[config.mk]
export PLATFORM = sky130hd
export DESIGN_NAME = ordered_array_list_unit
export DESIGN_NICKNAME = d
export VERILOG_FILES = /design/src/rtl/core/oal_pkg.sv /design/src/rtl/core/oal_store.sv /design/src/rtl/core/ordered_array_list_unit.sv
export SDC_FILE = /design/constraint.sdc
export NUM_CORES = 2
export LEC_CHECK = 0
export BUFFER_PORTS_ARGS = -buffer_cell sky130_fd_sc_hd__clkbuf_2
export CAP_MARGIN = 25
export CORE_MARGIN = 2
export CORE_UTILIZATION = 39
export CTS_CLUSTER_DIAMETER = 30
export CTS_CLUSTER_SIZE = 30
export DETAILED_ROUTE_END_ITERATION = 8
export GPL_ROUTABILITY_DRIVEN = 1
export GPL_TIMING_DRIVEN = 0
export PLACE_DENSITY = 0.61
export SYNTH_ARGS = -nofsm -noshare
export SYNTH_HDL_FRONTEND = slang
export SYNTH_SLANG_ARGS = --single-unit
[constraint.sdc]
create_clock -name i_clk -period 5.8 [get_ports i_clk]
set_input_delay 0.29 -clock i_clk [delete_from_list [all_inputs] [get_ports i_clk]]
set_output_delay 0.29 -clock i_clk [all_outputs]
set_load 0.05 [all_outputs]
[src/rtl/core/oal_pkg.sv]
// Shared constants and types for the ordered array list unit.
package oal_pkg;

    localparam int CAPACITY = 64;
    localparam int IDX_W    = $clog2(CAPACITY);
    localparam int LEN_W    = $clog2(CAPACITY + 1);
    localparam int DATA_W   = 32;

    localparam logic [2:0] OP_PUSH_BACK  = 3'd0;
    localparam logic [2:0] OP_PUSH_FRONT = 3'd1;
    localparam logic [2:0] OP_POP_BACK   = 3'd2;
    localparam logic [2:0] OP_POP_FRONT  = 3'd3;
    localparam logic [2:0] OP_INSERT     = 3'd4;
    localparam logic [2:0] OP_ERASE      = 3'd5;
    localparam logic [2:0] OP_FIND       = 3'd6;

    localparam logic [1:0] ST_OK    = 2'd0;
    localparam logic [1:0] ST_FULL  = 2'd1;
    localparam logic [1:0] ST_EMPTY = 2'd2;
    localparam logic [1:0] ST_RANGE = 2'd3;

    typedef struct packed {
        logic              we;
        logic [IDX_W-1:0]  waddr;
        logic [DATA_W-1:0] wdata;
        logic [IDX_W-1:0]  raddr;
    } t_mem_req;

endpackage

[src/rtl/core/oal_store.sv]
// Entry store: one write port and one registered read port.
module oal_store
    import oal_pkg::*;
(
    input  logic              i_clk,
    input  t_mem_req          i_req,
    output logic [DATA_W-1:0] o_rdata
);

    logic [DATA_W-1:0] r_mem [CAPACITY];
    logic [DATA_W-1:0] r_rdata;

    always_ff @(posedge i_clk) begin
        if (i_req.we) begin
            r_mem[i_req.waddr] <= i_req.wdata;
        end
        r_rdata <= r_mem[i_req.raddr];
    end

    assign o_rdata = r_rdata;

endmodule

[src/rtl/core/ordered_array_list_unit.sv]
// Ordered array list unit: request sequencer around the entry store.
//
//  channel   signals                                   transfer
//  request   start, busy, i_operation/position/value   start high, busy low
//  result    o_valid, o_status/found/found_index/length one cycle with o_valid
//
//  Push back, pop back, unused codes and any rejected request: result in the cycle after
//  the transfer. Insert and push front shift entries up one place in S_UP, then write the
//  value in S_PUT. Erase and pop front shift entries down one place in S_DOWN when entries
//  move. Find scans in S_FIND up to the first hit or the last entry, skipping an empty
//  list. Reset clears the length; entries are undefined until written. The receiver
//  cannot stall; busy holds off requests until the result.
module ordered_array_list_unit
    import oal_pkg::*;
(
    input  logic                     i_clk,
    input  logic                     i_rst_n,
    input  logic                     start,
    output logic                     busy,
    input  logic [2:0]               i_operation,
    input  logic [IDX_W-1:0]         i_position,
    input  logic signed [DATA_W-1:0] i_value,
    output logic                     o_valid,
    output logic [1:0]               o_status,
    output logic                     o_found,
    output logic [IDX_W-1:0]         o_found_index,
    output logic [LEN_W-1:0]         o_length
);

    localparam logic [2:0] S_IDLE = 3'd0;
    localparam logic [2:0] S_UP   = 3'd1;
    localparam logic [2:0] S_PUT  = 3'd2;
    localparam logic [2:0] S_DOWN = 3'd3;
    localparam logic [2:0] S_FIND = 3'd4;

    logic [2:0]        r_state, n_state;
    logic [LEN_W-1:0]  r_count, n_count;
    logic              r_strobe, n_strobe;
    logic              r_pend, n_pend;
    logic              r_rd_done, n_rd_done;
    logic [IDX_W-1:0]  r_ptr, n_ptr;
    logic [IDX_W-1:0]  r_waddr, n_waddr;
    logic [IDX_W-1:0]  r_lo, n_lo;
    logic [IDX_W-1:0]  r_hi, n_hi;
    logic [DATA_W-1:0] r_val, n_val;
    logic [1:0]        r_status, n_status;
    logic              r_found, n_found;
    logic [IDX_W-1:0]  r_fidx, n_fidx;

    t_mem_req          mem_req;
    logic [DATA_W-1:0] rdata;
    logic              full;
    logic              empty;
    logic              pos_bad;
    logic              no_move;
    logic [IDX_W-1:0]  last_idx;

    oal_store u_store (
        .i_clk   (i_clk),
        .i_req   (mem_req),
        .o_rdata (rdata)
    );

    assign full     = (r_count == LEN_W'(CAPACITY));
    assign empty    = (r_count == '0);
    assign pos_bad  = ({1'b0, i_position} >= r_count);
    assign no_move  = (({1'b0, i_position} + LEN_W'(1)) >= r_count);
    assign last_idx = IDX_W'(r_count - LEN_W'(1));

    always_comb begin
        n_state   = r_state;
        n_count   = r_count;
        n_strobe  = 1'b0;
        n_pend    = r_pend;
        n_rd_done = r_rd_done;
        n_ptr     = r_ptr;
        n_waddr   = r_waddr;
        n_lo      = r_lo;
        n_hi      = r_hi;
        n_val     = r_val;
        n_status  = r_status;
        n_found   = r_found;
        n_fidx    = r_fidx;
        mem_req.we    = 1'b0;
        mem_req.waddr = r_waddr;
        mem_req.wdata = rdata;
        mem_req.raddr = r_ptr;

        case (r_state)
            S_IDLE: begin
                if (start) begin
                    n_status  = ST_OK;
                    n_found   = 1'b0;
                    n_fidx    = '0;
                    n_pend    = 1'b0;
                    n_rd_done = 1'b0;
                    n_val     = i_value;
                    n_lo      = i_position;
                    n_hi      = last_idx;
                    n_strobe  = 1'b1;
                    case (i_operation)
                        OP_PUSH_BACK: begin
                            if (full) begin
                                n_status = ST_FULL;
                            end else begin
                                mem_req.we    = 1'b1;
                                mem_req.waddr = IDX_W'(r_count);
                                mem_req.wdata = i_value;
                                n_count       = r_count + LEN_W'(1);
                            end
                        end
                        OP_PUSH_FRONT: begin
                            if (full) begin
                                n_status = ST_FULL;
                            end else begin
                                n_count  = r_count + LEN_W'(1);
                                n_lo     = '0;
                                n_ptr    = last_idx;
                                n_strobe = 1'b0;
                                n_state  = empty ? S_PUT : S_UP;
                            end
                        end
                        OP_POP_BACK: begin
                            if (empty) begin
                                n_status = ST_EMPTY;
                            end else begin
                                n_count = r_count - LEN_W'(1);
                            end
                        end
                        OP_POP_FRONT: begin
                            if (empty) begin
                                n_status = ST_EMPTY;
                            end else begin
                                n_count = r_count - LEN_W'(1);
                                if (r_count > LEN_W'(1)) begin
                                    n_ptr    = IDX_W'(1);
                                    n_strobe = 1'b0;
                                    n_state  = S_DOWN;
                                end
                            end
                        end
                        OP_INSERT: begin
                            if (full) begin
                                n_status = ST_FULL;
                            end else if (pos_bad) begin
                                n_status = ST_RANGE;
                            end else begin
                                n_count  = r_count + LEN_W'(1);
                                n_ptr    = last_idx;
                                n_strobe = 1'b0;
                                n_state  = S_UP;
                            end
                        end
                        OP_ERASE: begin
                            if (empty) begin
                                n_status = ST_EMPTY;
                            end else if (pos_bad) begin
                                n_status = ST_RANGE;
                            end else begin
                                n_count = r_count - LEN_W'(1);
                                if (!no_move) begin
                                    n_ptr    = i_position + IDX_W'(1);
                                    n_strobe = 1'b0;
                                    n_state  = S_DOWN;
                                end
                            end
                        end
                        OP_FIND: begin
                            if (!empty) begin
                                n_ptr    = '0;
                                n_strobe = 1'b0;
                                n_state  = S_FIND;
                            end
                        end
                        default: begin
                        end
                    endcase
                end
            end
            S_UP: begin
                mem_req.we = r_pend;
                if (!r_rd_done) begin
                    n_waddr = r_ptr + IDX_W'(1);
                    n_pend  = 1'b1;
                    if (r_ptr == r_lo) begin
                        n_rd_done = 1'b1;
                    end else begin
                        n_ptr = r_ptr - IDX_W'(1);
                    end
                end else begin
                    n_pend = 1'b0;
                    if (r_pend) begin
                        n_state = S_PUT;
                    end
                end
            end
            S_PUT: begin
                mem_req.we    = 1'b1;
                mem_req.waddr = r_lo;
                mem_req.wdata = r_val;
                n_strobe      = 1'b1;
                n_state       = S_IDLE;
            end
            S_DOWN: begin
                mem_req.we = r_pend;
                if (!r_rd_done) begin
                    n_waddr = r_ptr - IDX_W'(1);
                    n_pend  = 1'b1;
                    if (r_ptr == r_hi) begin
                        n_rd_done = 1'b1;
                    end else begin
                        n_ptr = r_ptr + IDX_W'(1);
                    end
                end else begin
                    n_pend = 1'b0;
                    if (r_pend) begin
                        n_strobe = 1'b1;
                        n_state  = S_IDLE;
                    end
                end
            end
            S_FIND: begin
                if (r_pend && (rdata == r_val)) begin
                    n_found  = 1'b1;
                    n_fidx   = r_waddr;
                    n_pend   = 1'b0;
                    n_strobe = 1'b1;
                    n_state  = S_IDLE;
                end else if (!r_rd_done) begin
                    n_waddr = r_ptr;
                    n_pend  = 1'b1;
                    if (r_ptr == r_hi) begin
                        n_rd_done = 1'b1;
                    end else begin
                        n_ptr = r_ptr + IDX_W'(1);
                    end
                end else begin
                    n_pend = 1'b0;
                    if (r_pend) begin
                        n_strobe = 1'b1;
                        n_state  = S_IDLE;
                    end
                end
            end
            default: begin
                n_state = S_IDLE;
            end
        endcase
    end

    always_ff @(posedge i_clk) begin
        if (!i_rst_n) begin
            r_state   <= S_IDLE;
            r_count   <= '0;
            r_strobe  <= 1'b0;
            r_pend    <= 1'b0;
            r_rd_done <= 1'b0;
        end else begin
            r_state   <= n_state;
            r_count   <= n_count;
            r_strobe  <= n_strobe;
            r_pend    <= n_pend;
            r_rd_done <= n_rd_done;
        end
    end

    always_ff @(posedge i_clk) begin
        r_ptr    <= n_ptr;
        r_waddr  <= n_waddr;
        r_lo     <= n_lo;
        r_hi     <= n_hi;
        r_val    <= n_val;
        r_status <= n_status;
        r_found  <= n_found;
        r_fidx   <= n_fidx;
    end

    assign busy          = (r_state != S_IDLE);
    assign o_valid       = r_strobe;
    assign o_status      = r_status;
    assign o_found       = r_found;
    assign o_found_index = r_fidx;
    assign o_length      = r_count;

endmodule

After elaboration in Yosys (flattened, before gate mapping)
Memories as Yosys holds them, arrays and structs flattened. A register that Yosys moved wholly into a read port is not among the register bits.
Cells that the tools add are included.
- flip-flop bits (word level): 78
- RAM bits: 2048
- input port bits: 44
- memories: 1
- $add $sub $neg: 6
- order comparisons: 3
- equality and inequality tests: 39
- muxes and demuxes: 92
- reduce and logical (&&, ||, !) cells: 21
- memories (memory ; words ; width ; read ports ; clocked after Yosys merged registers in ; wr ports ; line ; RTL):
    u_store.r_mem ; 64 ; 32 ; 1 ; 1 ; 1 ; oal_store.sv:10 ; logic [DATA_W-1:0] r_mem [CAPACITY];
- operators by type and width (kind ; count):
    two-way mux 6 bit ; 23
    two-way mux 39 bit ; 3
    case mux 38 bit (2 select lines) ; 1
    two-way mux 3 bit ; 15
    two-way mux 7 bit ; 6
    equality test 32 bit ; 1
    inequality test 2 bit, second input constant ; 15
    case mux 6 bit (5 select lines) ; 1
    case mux 7 bit (4 select lines) ; 1
    inequality test 3 bit, second input constant ; 9
    two-way mux 1 bit ; 25
    case mux 6 bit (4 select lines) ; 1
    case mux 6 bit (3 select lines) ; 1
    case mux 3 bit (5 select lines) ; 1
    AND reduction 15 bit ; 1
    AND reduction 13 bit ; 1
    adder 6 x 1 -> 6 bit, second input constant ; 2
    equality test 3 x 2 -> 1 bit, second input constant ; 4
    equality test 3 bit, second input constant ; 4
    equality test 6 bit ; 2
    case mux 3 bit (4 select lines) ; 1
    case mux 6 bit (2 select lines) ; 1
    two-way mux 2 bit ; 5
    AND reduction 9 bit ; 1
    25 further kinds ; 36

Depth between registers and ports, before layout
- depth in word-level cells: 8
- gate-level depth with buffers: 11
- mapped depth without buffers: 10

By module
A second synthesis with hierarchy kept.
- cell total of the unflattened synthesis: 4101
- area, all modules: 84392.2 µm²
- modules (own cells, without submodules) (module ; times used ; cells each ; area each (µm²) ; seq. area each (µm²)):
    oal_store ; 1 ; 3511 ; 79039.6 ; 62139.6
    ordered_array_list_unit ; 1 ; 590 ; 5352.6 ; 2212.1

Worst setup path before layout
OpenSTA, ideal clock, no wires.
- kind: register to register
- from: register r_count[0], in the netlist o_length[0]
- to: memory u_store.r_mem[38][0] (enable)
- setup time: 0.501 ns
- data arrival time: 5.445 ns
- required time: 5.299 ns
- setup slack: -0.147 ns
- stages on the path, launching flop included: 11
- buffers on the path: 2
- clock period less this slack: 5.947 ns
- path through: dfxtp_1 -> inv_1 -> ha_1 -> nand2_1 -> o211a_1 -> buf_6 -> nor2_8 -> a21oi_2 -> buf_2 -> nand2_1 -> nor4_1
- cells in the longest elaborated chain, start to end: 7
- ends and longest elaborated chain (what ; line ; RTL):
    start: declaration ; ordered_array_list_unit.sv:37 ; logic [LEN_W-1:0] r_count, n_count;
    start signal: assignment ; ordered_array_list_unit.sv:260 ; r_count <= n_count;
    equality test 7 bit ; ordered_array_list_unit.sv:64 ; assign full = (r_count == LEN_W'(CAPACITY));
    two-way mux 39 bit (*) ; ordered_array_list_unit.sv:103 ; if (full) begin
    two-way mux 39 bit (*) ; ordered_array_list_unit.sv:101 ; case (i_operation)
    two-way mux 39 bit (*) ; ordered_array_list_unit.sv:91 ; if (start) begin
    case mux 1 bit (3 select lines) ; ordered_array_list_unit.sv:89 ; case (r_state)
    two-way mux 1 bit ; oal_store.sv:14 ; if (i_req.we) begin
    two-way mux 1 bit (not written as such) ; oal_store.sv:15 ; r_mem[i_req.waddr] <= i_req.wdata;
    end: declaration ; oal_store.sv:10 ;
Every way passes the cells marked *; elsewhere a longest branch is shown, timed or not.

Final worst setup path
- from: register r_count[0], in the netlist o_length[0]
- to: memory u_store.r_mem[49][11] (enable)
The elaborated chain is that of the path after synthesis.

==> flow_metrics.env <==
export IMPL_cts_tree="yes"
export IMPL_fillers=16900
export IMPL_die_height_um=468
export IMPL_yosys_warnings=0
export IMPL_place_gp_congestion=0.904
export IMPL_cts_made_buffers=424
export IMPL_hold_class="input pin to register"
export IMPL_worstPathRequired_ns=6.40
export IMPL_max_stage_delay_ns=0.91
export IMPL_wire_per_inst_um=33.5
export IMPL_period_needed_ns=5.38
export IMPL_rsz0062_at_grt="false"
export IMPL_postSynthRegisterBits=2158
export IMPL_power_leakage_nw=34.3
export IMPL_outcome="completed"
export IMPL_grt_util_all_layers=0.235
export IMPL_syn_num_nets=3915
export IMPL_clk_pin_slew_ns=0.05
export IMPL_fp_row_count=170
export IMPL_clockRootBuffer="clkbuf_16"
export IMPL_crit_type="register to register"
export IMPL_cts_resized=0
export IMPL_synth_edf_count=2113
export IMPL_drtAntennaViolNets=0
export IMPL_max_freq_mhz=186
export IMPL_cp_arrival_ns=5.98
export IMPL_grt_ovfl_total=0
export IMPL_worst_pin_slew_ns=1.12
export IMPL_routed_wl_um=258000
export IMPL_hold_buffers=42
export IMPL_path_max_fanout=21
export IMPL_layout_commonest_cell="edfxtp_1"
export IMPL_relSlewSlack=0.253
export IMPL_drv_slew=0
export IMPL_hpwl_um=171000
export IMPL_grt_pass1_wl_um=356000
export IMPL_start_kind="register"
export IMPL_grt_max_degree=57
export IMPL_crit_chain="inv_1, ha_1, nand2_1, o211ai_1, a31oi_1, nor4b_1, nand2_1, nor2_4, buf_12"
export IMPL_setup_tns_ns=0
export IMPL_synth_cell_type_count=68
export IMPL_finalCritPeriodShare=0.927
export IMPL_clock_latency_ns=0.98
export IMPL_maxCapViolCount=0
export IMPL_synth_area_mm2=0.0839
export IMPL_finalClockSkew_ns=0.0765
export IMPL_critPathCaptureType="register"
export IMPL_avgSynthCellArea_um2=21.8
export IMPL_ys_flop_type="edfxtp_1"
export IMPL_via_per_inst=5.99
export IMPL_firstDrtPassIters=6
export IMPL_initial_core_util=0.392
export IMPL_ir_drop_mv=0.341
export IMPL_areaGrowthSynthToFinish_pct=25.9
export IMPL_netlist_instances=3851
export IMPL_crit_slowest_cell="nor2_4"
export IMPL_core_mm2=0.214
export IMPL_port_buffers=60
export IMPL_drc_errors=0
export IMPL_clockBufferDepth=4
export IMPL_nets=4602
export IMPL_io_pins=62
export IMPL_numClockSinks=2158
export IMPL_crit_top_cell="nand2_1"
export IMPL_die_w_um=468
export IMPL_vias=46200
export IMPL_setup_viol=0
export IMPL_multi_input_area_mm2=0.0191
export IMPL_hold_viol_final=0
export IMPL_whs_ns=0.0980
export IMPL_grt_pass1_vias=45500
export IMPL_final_cell_mix="edfxtp_1 (2113), mux4_2 (575), clkbuf_16 (432)"
export IMPL_post_cts_buffers=0
export IMPL_dieArea_mm2=0.219
export IMPL_antenna_found_initial=12
export IMPL_synthArstFlopShare=0
export IMPL_drive_above_1_share=0.334
export IMPL_yosysSeqAreaShare=0.767
export IMPL_h_tree_depth=5
export IMPL_dr_first_iter_drc_count=7285
export IMPL_seq_area_mm2=0.0644
export IMPL_p_per_area_mw_per_mm2=506
-- layout make-up --
cell class,instances,area share
multi-input combinational,1454,0.181
clock inverter,264,0.0260
timing repair buffer,261,0.0344
antenna,3,0.0000711
tap,2838,0.0336
buffer,215,0.00875
sequential,2158,0.609
clock buffer,502,0.106
inverter,24,0.000853
-- power breakdown --
group          leakage [nW]  switching [mW]  internal [mW]  total [mW]
combinational          8.08            6.73           3.06        9.79
clock                  6.73            7.85           15.9        23.7
sequential             19.5           0.172           19.7        19.9
-- metrics by stage --
step	setup slack (ns)	utilization	total power [mW]	instance area, um^2	cells
finish	0.423	0.493	53.4	106000	7719
global route	0.379	0.493	54.7	106000	7717
CTS	0.650	0.493	53.4	106000	7711
floorplan	-0.147	-	25.2	83900	3851
detailed placement	0.684	0.426	29.7	91200	6903
global placement	-6.32	0.410	29.1	87800	6749
-- cell families after synthesis --
group                    count (synthesis)  synth area share
XOR/XNOR                                66           0.00689
AO/OA/AOI/OAI                          363            0.0281
multiplexers                           648             0.163
adder cells (fa/ha/maj)                 20           0.00298
flip-flops                            2158             0.767
buffers and inverters                  239            0.0121
AND/OR/NAND/NOR                        357            0.0202
-- flip-flops by register name (all words and copies together) (netlist names), 2 cells and up --
name	count
o_status	2
r_hi	6
o_found_index	6
o_length	7
r_lo	6
r_val	32
r_ptr	6
u_store.r_mem	2048
r_state	3
u_store.o_rdata	32
r_waddr	6
-- worst max-delay path: cells and delay by family (launching register included) --
family	cells	cell delay (ns)
adders and majority gates	1	0.37
DFF	1	0.60
AOI/OAI and AO/OA	2	1.06
and+or+nand+nor	4	2.35
buffers and inverters	2	0.61
-- routing by layer --
metal | share of wire | vias up | track usage
met4 | 0.055 | 4 | 0.119
met1 | 0.37 | 24500 | 0.319
met2 | 0.46 | 3251 | 0.354
li1 | - | 17800 | -
met3 | 0.11 | 623 | 0.0567
met5 | 0.000054 | - | 0
-- synthesized netlist by cell type, types with 4 or more instances --
cell type / instances / area share
nor2_1: 93 / 0.0042
nor4_1: 8 / 0.00060
a221oi_1: 5 / 0.00052
nand2b_1: 10 / 0.00075
a31oi_1: 10 / 0.00075
mux4_2: 575 / 0.15
o21ai_0: 102 / 0.0061
buf_4: 5 / 0.00045
a21oi_1: 90 / 0.0054
and3_1: 4 / 0.00030
clkbuf_1: 115 / 0.0051
and2_1: 21 / 0.0016
o211ai_1: 5 / 0.00045
inv_1: 24 / 0.0011
buf_1: 21 / 0.00094
ha_1: 20 / 0.0030
o221ai_1: 31 / 0.0032
xnor2_1: 50 / 0.0052
buf_2: 73 / 0.0044
xor2_1: 16 / 0.0017
nand3_1: 19 / 0.0011
dfxtp_1: 45 / 0.011
nand2_1: 135 / 0.0060
nor2b_1: 10 / 0.00075
or3_1: 14 / 0.0010
edfxtp_1: 2113 / 0.76
a211oi_1: 16 / 0.0014
nor3_1: 8 / 0.00048
o22ai_1: 5 / 0.00037
mux2i_1: 73 / 0.0087
or2_2: 4 / 0.00030
nand4_1: 15 / 0.0011
a22oi_1: 64 / 0.0057
-- worst paths after layout --
| kind | from | slack (ns) | cells past startpoint | end |
|---|---|---|---|---|
| worst min register to register | r_waddr[0] | 0.55 | 1 | o_found_index[0] |
| worst max register to register | o_length[0] | 0.42 | 9 | u_store.r_mem[49][11] |
| worst min-delay path | i_operation[0] | 0.1 | 4 | r_ptr[0] |
| worst max-delay path | o_length[0] | 0.42 | 9 | u_store.r_mem[49][11] |
Note: power is estimated with default switching activity, not from simulation.
